$ cat src/rtl/btp_pkg.sv
// Shared types, character codes and limits for the bencode token parser.
`timescale 1ns / 1ps

package btp_pkg;

  // Default bound on container nesting.
  localparam int MaxDepthDefault = 16;

  // Field widths fixed by the interface.
  localparam int ByteW   = 8;
  localparam int IntW    = 63;
  localparam int LenW    = 32;
  localparam int NestW   = 5;
  localparam int DigitW  = 4;

  // Stream characters that steer the parser.
  localparam logic [ByteW-1:0] ChInt   = 8'h69;  // 'i'
  localparam logic [ByteW-1:0] ChList  = 8'h6C;  // 'l'
  localparam logic [ByteW-1:0] ChDict  = 8'h64;  // 'd'
  localparam logic [ByteW-1:0] ChEnd   = 8'h65;  // 'e'
  localparam logic [ByteW-1:0] ChZero  = 8'h30;  // '0'
  localparam logic [ByteW-1:0] ChNine  = 8'h39;  // '9'

  // Largest integer value and largest string length.
  localparam logic [IntW-1:0]   IntMax   = {IntW{1'b1}};
  localparam logic [IntW-1:0]   IntDiv10 = IntMax / 63'd10;
  localparam logic [DigitW-1:0] IntRem10 = DigitW'(IntMax % 63'd10);
  localparam logic [LenW-1:0]   LenMax   = {LenW{1'b1}};

  // Parser phases.
  typedef enum logic [2:0] {
    PhValue = 3'd0,
    PhInt   = 3'd1,
    PhLen   = 3'd2,
    PhStr   = 3'd3,
    PhErr   = 3'd4
  } phase_e;

  // Event codes reported with each result word.
  typedef enum logic [2:0] {
    EvInt    = 3'd0,
    EvSByte  = 3'd1,
    EvEmpty  = 3'd2,
    EvLOpen  = 3'd3,
    EvDOpen  = 3'd4,
    EvLClose = 3'd5,
    EvDClose = 3'd6,
    EvErr    = 3'd7
  } event_e;

  // Largest accumulator value that can take one more digit without
  // passing IntMax: (IntMax - digit) / 10.
  function automatic logic [IntW-1:0] acc_limit(input logic [DigitW-1:0] digit);
    logic [IntW-1:0] lim;
    lim = (digit > IntRem10) ? (IntDiv10 - IntW'(1)) : IntDiv10;
    return lim;
  endfunction

endpackage

$ cat src/rtl/bencode_token_parser_core.sv
// Top level of the bencode token parser: input register, parse logic and result register.
`timescale 1ns / 1ps

// A byte accepted is held in the input register, and any result word that it yields
// then enters the result register, where it waits until it is taken.
// The core takes one byte per cycle while the result register can drain; a held-off
// result stalls the input only once both registers are full.
// Reset clears the phase, number, length, depth and both valid flags; the
// container kind stack is not cleared and is only read after a push.
module bencode_token_parser_core import btp_pkg::*; #(
  parameter int MAX_DEPTH = MaxDepthDefault
) (
  input  logic              clk_i,
  input  logic              rst_ni,
  input  logic              in_valid_i,
  output logic              in_ready_o,
  input  logic [ByteW-1:0]  in_byte_i,
  input  logic              new_stream_i,
  output logic              out_valid_o,
  input  logic              out_ready_i,
  output logic [2:0]        event_kind_o,
  output logic [IntW-1:0]   int_value_o,
  output logic [ByteW-1:0]  data_byte_o,
  output logic              string_last_o,
  output logic [NestW-1:0]  nest_depth_o,
  output logic              saturated_o
);

  localparam int DepthW = $clog2(MAX_DEPTH + 1);
  localparam logic [DepthW-1:0] DepthMax = DepthW'(MAX_DEPTH);

  // Input register.
  logic             s1_v_q;
  logic [ByteW-1:0] s1_byte_q;
  logic             s1_new_q;
  logic             s1_go;
  logic             out_free;

  // Parse state.
  phase_e            phase_q, phase_d, phase_c;
  logic [IntW-1:0]   acc_q, acc_d, acc_c;
  logic              ovf_q, ovf_d, ovf_c;
  logic [LenW-1:0]   rem_q, rem_d, rem_c;
  logic [DepthW-1:0] depth_q, depth_d, depth_c;
  logic [MAX_DEPTH-1:0] stk_q, stk_d;
  logic [MAX_DEPTH:0]   stk_push, stk_pop;

  // Result of the current byte.
  logic              res_v;
  event_e            res_kind;
  logic [IntW-1:0]   res_int;
  logic [ByteW-1:0]  res_byte;
  logic              res_last;
  logic              res_sat;

  // Result register.
  logic              out_v_q;
  logic [2:0]        kind_q;
  logic [IntW-1:0]   int_q;
  logic [ByteW-1:0]  byte_q;
  logic              last_q;
  logic [NestW-1:0]  nest_q;
  logic              sat_q;
  logic [DepthW+NestW-1:0] depth_ext;

  // Digit arithmetic.
  logic              is_digit;
  logic [DigitW-1:0] digit;
  logic [ByteW-1:0]  digit_full;
  logic              acc_over;
  logic [IntW-1:0]   acc_next;
  logic [LenW-1:0]   len_val;

  // Handshake: the result register frees when empty or drained this cycle.
  assign out_free   = !out_v_q || out_ready_i;
  assign s1_go      = s1_v_q && out_free;
  assign in_ready_o = !s1_v_q || s1_go;

  always_ff @(posedge clk_i or negedge rst_ni) begin
    if (!rst_ni) begin
      s1_v_q <= 1'b0;
    end else if (in_ready_o) begin
      s1_v_q <= in_valid_i;
    end
  end

  always_ff @(posedge clk_i) begin
    if (in_valid_i && in_ready_o) begin
      s1_byte_q <= in_byte_i;
      s1_new_q  <= new_stream_i;
    end
  end

  // A new stream clears the parse state before the byte is looked at.
  assign phase_c = s1_new_q ? PhValue : phase_q;
  assign acc_c   = s1_new_q ? '0 : acc_q;
  assign ovf_c   = s1_new_q ? 1'b0 : ovf_q;
  assign rem_c   = s1_new_q ? '0 : rem_q;
  assign depth_c = s1_new_q ? '0 : depth_q;

  // Multiply-add of one decimal digit, clamped at the integer maximum.
  assign is_digit   = (s1_byte_q >= ChZero) && (s1_byte_q <= ChNine);
  assign digit_full = s1_byte_q - ChZero;
  assign digit      = digit_full[DigitW-1:0];
  assign acc_over   = acc_c > acc_limit(digit);
  assign acc_next   = acc_over ? IntMax
                    : ({acc_c[IntW-4:0], 3'b000} + {acc_c[IntW-2:0], 1'b0}
                       + IntW'(digit));
  assign len_val    = (acc_c > IntW'(LenMax)) ? LenMax : acc_c[LenW-1:0];

  // Stack moves: the top entry always sits at bit 0.
  assign stk_push = {stk_q, (s1_byte_q == ChDict)};
  assign stk_pop  = {1'b0, stk_q} >> 1;

  // Next state and result for the byte in the input register.
  always_comb begin
    phase_d  = phase_q;
    acc_d    = acc_q;
    ovf_d    = ovf_q;
    rem_d    = rem_q;
    depth_d  = depth_q;
    stk_d    = stk_q;
    res_v    = 1'b0;
    res_kind = EvErr;
    res_int  = '0;
    res_byte = '0;
    res_last = 1'b0;
    res_sat  = 1'b0;
    if (s1_go) begin
      phase_d = phase_c;
      acc_d   = acc_c;
      ovf_d   = ovf_c;
      rem_d   = rem_c;
      depth_d = depth_c;
      case (phase_c)
        PhInt: begin
          if (is_digit) begin
            acc_d = acc_next;
            ovf_d = ovf_c | acc_over;
          end else begin
            res_v    = 1'b1;
            res_kind = EvInt;
            res_int  = acc_c;
            res_sat  = ovf_c;
            acc_d    = '0;
            ovf_d    = 1'b0;
            phase_d  = PhValue;
          end
        end
        PhLen: begin
          if (is_digit) begin
            acc_d = acc_next;
            ovf_d = ovf_c | acc_over;
          end else begin
            acc_d = '0;
            ovf_d = 1'b0;
            if (len_val == '0) begin
              res_v    = 1'b1;
              res_kind = EvEmpty;
              phase_d  = PhValue;
            end else begin
              rem_d   = len_val;
              phase_d = PhStr;
            end
          end
        end
        PhStr: begin
          rem_d    = rem_c - LenW'(1);
          res_v    = 1'b1;
          res_kind = EvSByte;
          res_byte = s1_byte_q;
          res_last = (rem_c == LenW'(1));
          if (rem_c == LenW'(1)) begin
            phase_d = PhValue;
          end
        end
        PhValue: begin
          if (s1_byte_q == ChInt) begin
            acc_d   = '0;
            ovf_d   = 1'b0;
            phase_d = PhInt;
          end else if (is_digit) begin
            acc_d   = IntW'(digit);
            ovf_d   = 1'b0;
            phase_d = PhLen;
          end else if ((s1_byte_q == ChList) || (s1_byte_q == ChDict)) begin
            res_v = 1'b1;
            if (depth_c >= DepthMax) begin
              res_kind = EvErr;
              phase_d  = PhErr;
            end else begin
              stk_d    = stk_push[MAX_DEPTH-1:0];
              depth_d  = depth_c + DepthW'(1);
              res_kind = (s1_byte_q == ChDict) ? EvDOpen : EvLOpen;
            end
          end else if (s1_byte_q == ChEnd) begin
            res_v = 1'b1;
            if (depth_c == '0) begin
              res_kind = EvErr;
              phase_d  = PhErr;
            end else begin
              stk_d    = stk_pop[MAX_DEPTH-1:0];
              depth_d  = depth_c - DepthW'(1);
              res_kind = stk_q[0] ? EvDClose : EvLClose;
            end
          end else begin
            res_v    = 1'b1;
            res_kind = EvErr;
            phase_d  = PhErr;
          end
        end
        default: begin
          res_v    = 1'b1;
          res_kind = EvErr;
          phase_d  = PhErr;
        end
      endcase
    end
  end

  // Parse state registers.
  always_ff @(posedge clk_i or negedge rst_ni) begin
    if (!rst_ni) begin
      phase_q <= PhValue;
      acc_q   <= '0;
      ovf_q   <= 1'b0;
      rem_q   <= '0;
      depth_q <= '0;
    end else begin
      phase_q <= phase_d;
      acc_q   <= acc_d;
      ovf_q   <= ovf_d;
      rem_q   <= rem_d;
      depth_q <= depth_d;
    end
  end

  // The kind stack holds only payload and needs no reset.
  always_ff @(posedge clk_i) begin
    stk_q <= stk_d;
  end

  // Depth reported as its low five bits.
  assign depth_ext = {{NestW{1'b0}}, depth_d};

  // Result register.
  always_ff @(posedge clk_i or negedge rst_ni) begin
    if (!rst_ni) begin
      out_v_q <= 1'b0;
    end else if (out_free) begin
      out_v_q <= res_v;
    end
  end

  always_ff @(posedge clk_i) begin
    if (res_v) begin
      kind_q <= res_kind;
      int_q  <= res_int;
      byte_q <= res_byte;
      last_q <= res_last;
      nest_q <= depth_ext[NestW-1:0];
      sat_q  <= res_sat;
    end
  end

  assign out_valid_o   = out_v_q;
  assign event_kind_o  = kind_q;
  assign int_value_o   = int_q;
  assign data_byte_o   = byte_q;
  assign string_last_o = last_q;
  assign nest_depth_o  = nest_q;
  assign saturated_o   = sat_q;

  // The nesting depth never passes the stack size.
  a_depth_bound: assert property (@(posedge clk_i) disable iff (!rst_ni)
    depth_q <= DepthMax)
    else $error("nesting depth above the stack size");

  // A string in progress always has bytes left to take.
  a_str_remaining: assert property (@(posedge clk_i) disable iff (!rst_ni)
    (phase_q == PhStr) |-> (rem_q != '0))
    else $error("string phase with no bytes remaining");

  // The last marker only comes with a string byte.
  a_last_kind: assert property (@(posedge clk_i) disable iff (!rst_ni)
    (out_valid_o && string_last_o) |-> (event_kind_o == EvSByte))
    else $error("string last marker on a non-string word");

  // A clamped integer always reports the integer maximum.
  a_sat_value: assert property (@(posedge clk_i) disable iff (!rst_ni)
    (out_valid_o && saturated_o) |-> (event_kind_o == EvInt && int_value_o == IntMax))
    else $error("saturated flag without a clamped integer");

  // In the error phase every byte yields an error word.
  a_err_sticky: assert property (@(posedge clk_i) disable iff (!rst_ni)
    (s1_go && !s1_new_q && phase_q == PhErr) |=>
      (out_valid_o && event_kind_o == EvErr))
    else $error("error phase did not report an error word");

endmodule
$ cat config.mk
export PLATFORM = sky130hd
export DESIGN_NAME = bencode_token_parser_core
export DESIGN_NICKNAME = d
export VERILOG_FILES = /design/src/rtl/btp_pkg.sv /design/src/rtl/bencode_token_parser_core.sv
export SDC_FILE = /design/constraint.sdc
export NUM_CORES = 1
export LEC_CHECK = 0
export BUFFER_PORTS_ARGS = -buffer_cell sky130_fd_sc_hd__buf_2
export CAP_MARGIN = 10
export CORE_MARGIN = 8
export CORE_UTILIZATION = 35
export CTS_CLUSTER_SIZE = 20
export DETAILED_ROUTE_END_ITERATION = 7
export PLACE_DENSITY = 0.54
export SLEW_MARGIN = 20
export SYNTH_ARGS = -nofsm -noshare
export SYNTH_HDL_FRONTEND = slang
export SYNTH_SLANG_ARGS = --single-unit
$ cat constraint.sdc
create_clock -name clk_i -period 11.54 [get_ports clk_i]
set_input_delay 2.308 -clock clk_i [delete_from_list [all_inputs] [get_ports clk_i]]
set_output_delay 2.308 -clock clk_i [all_outputs]
set_load 0.02 [all_outputs]
==> results.toml <==
[outcome]
status = "finished, final reports clean"

[clock_network]
clock_sinks = 212
clockRootBuffer = "clkbuf_16"
clk_latency_ns = 0.56
cts_buffers = 26
cts.reportedPaths.clkPinSlew_ns = 0.06
clock_path_buffers = 3
h-tree-depth = 1
cts_tree = "built"
post_cts_buffers = 0
hold_buffers = 0
post_cts_resized = 0

[yosys]
netlist_area_mm2 = 0.0155
ys_ff_latch = 212
yosys_warnings = 0
synth-xor-area-share = 0.0310
synth_ff_type = "edfxtp_1"
ys_types = 78
yosysSeqAreaShare = 0.376
ys_async_sr_fraction = 0.500
post_synth_inst_count = 1801
synth_nets = 1942
synth_edf_count = 106
synth-compound-area-share = 0.215
synth.area.mux_share = 0.0223
synth_top_family_by_area = "simple AND/OR/NAND/NOR gates"
synth-adder-area-share = 0.104
synth_simple_gate_area_frac = 0.217
syn_area_per_cell_um2 = 8.62

[timing]
period_share = 0.440
layout_min_cycle_time_ns = 5.08
slew_viol_final = 0
setup_viol = 0
relSlewSlack = 0.315
final-hold-violation-count = 0
setup-tns-final_ns = 0
worstMarginPinSlew_ns = 1.03
max_freq_mhz = 197
clock_skew_ns = 0.0263
rsz0062_at_grt = "false"

[placed_design]
numPortBuffers = 95
hpwl_um = 36200
gp_congestion = 0.909
placed_area_mm2 = 0.0165

[power_and_ir_drop]
leakagePower_nw = 7.85
peakVddDrop_uv = 123
power.density_mw_per_mm2 = 124

[global_routing]
grt_first_pass_wirelength_um = 79400
grt_max_degree = 61
grt.total_usage = 0.194
grt_pass1_vias = 13800
grt_overflow = 0
antenna_found_initial = 1

[die]
core_region_area_mm2 = 0.0440
dieArea_mm2 = 0.0513
die_w_um = 227
die_y_um = 227
start_util = 0.352
rows = 77
io_pins = 96

[drt]
drt_iter0_drc = 1001
vias = 13900
drt-met1-wl_um = 22800
ant_nets = 0
dr_wl_met3_um = 2440
via_per_inst = 5.67
drt-total-wl_um = 50700
drc_errors = 0
top_layer = "met5"
drt_pass1_iterations = 5
routedWlPerCell_um = 20.7
met2_length_um = 23900

[cells_and_area]
final_area_mm2 = 0.0173
diodes = 0
drive_above_1_share = 0.0994
final_nets = 1982
syn_to_final_growth_pct = 11.8

[worst_setup_path]
cp.arrival_ns = 2.77
crit_required_ns = 9.23
path_class = "input port to primary output"
path_max_fanout = 3
end_kind = "primary output"
start_kind = "input port"

[job]
drv_cap = 0

[hold_path]
holdCritPathClass = "flip-flop to flip-flop"
## power breakdown
group | switching [mW] | internal, mW | leakage, nW
Sequential | 0.0577 | 0.876 | 2.48
Combinational | 0.311 | 0.131 | 4.99
Clock | 0.342 | 0.441 | 0.380
## final cells by class
type | count | area, um^2
Fill cell | 4515 | 26700
Multi-Input combinational cell | 1452 | 9200
Sequential cell | 212 | 5840
Tap cell | 592 | 741
Clock buffer | 33 | 677
Timing Repair Buffer | 116 | 636
Clock inverter | 15 | 129
Inverter | 33 | 124
## through the flow
stage	setup WS, ns	util	cells	hold WS [ns]	power, mW
after global placement	6.47	0.375	2405	0.466	1.39
after floorplan	2.54	-	1801	0.441	1.25
after CTS	6.46	0.394	2453	0.501	2.18
after detailed placement	6.47	0.375	2405	0.480	1.39
final	6.46	0.394	2453	0.508	2.16
after global routing	6.33	0.394	2453	0.515	2.25
## layer usage
layer,up-vias,GRT usage
met5,-,0
met1,6717,0.261
met2,402,0.321
li1,6684,-
met4,2,0.0660
met3,105,0.0212
## synth_stat cells, drive strengths merged (4+ instances only)
cell | number | area (um^2)
a21oi | 154 | 771
nand4 | 26 | 163
o22ai | 5 | 31.3
o22a | 4 | 35.0
nor2 | 117 | 439
nand3b | 4 | 30.0
clkbuf | 91 | 342
a31oi | 27 | 184
inv | 32 | 120
a21o | 35 | 263
and2 | 70 | 438
xor2 | 22 | 193
o21ai | 191 | 956
or4 | 8 | 63.8
a221oi | 5 | 43.8
o41ai | 8 | 70.1
edfxtp | 106 | 3180
nor4 | 21 | 131
a211oi | 12 | 95.1
a41oi | 4 | 35.0
nor2b | 68 | 425
ha | 126 | 1580
mux2i | 29 | 290
or2 | 6 | 37.5
nor3b | 4 | 35.0
o21a | 5 | 37.5
dfrtp | 106 | 2650
xnor2 | 33 | 289
nand2b | 12 | 75.1
o211ai | 20 | 150
or3 | 11 | 68.8
and3 | 16 | 100
nor3 | 44 | 220
mux2 | 5 | 56.3
nand2 | 237 | 892
buf | 13 | 66.3
o31ai | 11 | 82.6
o21bai | 13 | 101
a22o | 5 | 43.8
nand3 | 34 | 175
o311ai | 8 | 70.1
a22oi | 9 | 67.6
a21boi | 6 | 45.1
## logic make-up after synthesis
group | after synthesis
buffers and inverters | 137
flip-flops | 212
XOR/XNOR | 55
AND/OR/NAND/NOR | 685
AO/OA/AOI/OAI | 550
adder cells (fa/ha/maj) | 128
multiplexers | 34
## worst paths after layout
path / from / end / slack [ns] / depth (start not counted)
max: out_ready_i / in_ready_o / 6.46 / 3
min: ovf_q$_DFFE_PN0P_ / ovf_q$_DFFE_PN0P_ / 0.51 / 1
max reg2reg: s1_new_q$_DFFE_PP_ / acc_q[50]$_DFFE_PN0P_ / 6.66 / 16
min reg2reg: ovf_q$_DFFE_PN0P_ / ovf_q$_DFFE_PN0P_ / 0.51 / 1
max in group asynchronous: rst_ni / rem_q[14]$_DFFE_PN0P_ / 8.44 / 2
min in group asynchronous: rst_ni / acc_q[21]$_DFFE_PN0P_ / 1.84 / 1
## cells in the final DEF, fill, tap and decap left out, types with 16 or more instances in the layout
cell and n:
a21o_1 34, nor2_1 115, and2_1 70, o211ai_1 20, buf_4 22, a21oi_1 154
and3_1 16, nor2b_1 68, a31oi_1 26, nor3_1 42, mux2i_1 29, nand4_1 26
edfxtp_1 106, dfrtp_1 106, nor4_1 20, ha_1 126, o21ai_0 188, clkbuf_16 26
nand2_1 236, xor2_1 22, buf_2 94, nand3_1 33, inv_1 32, xnor2_1 33
## worst max-delay path: stages
cell and delay, ns:
buf_2 0.10, nand3b_1 0.18, buf_2 0.18
## registers in the layout (all words and copies together) (netlist names), 5 cells and up
signal / cells
int_value_o: 63
depth_q: 5
stk_q: 16
s1_byte_q: 8
nest_depth_o: 5
data_byte_o: 8
rem_q: 32
acc_q: 63
Note: power is estimated with default switching activity, not from simulation.
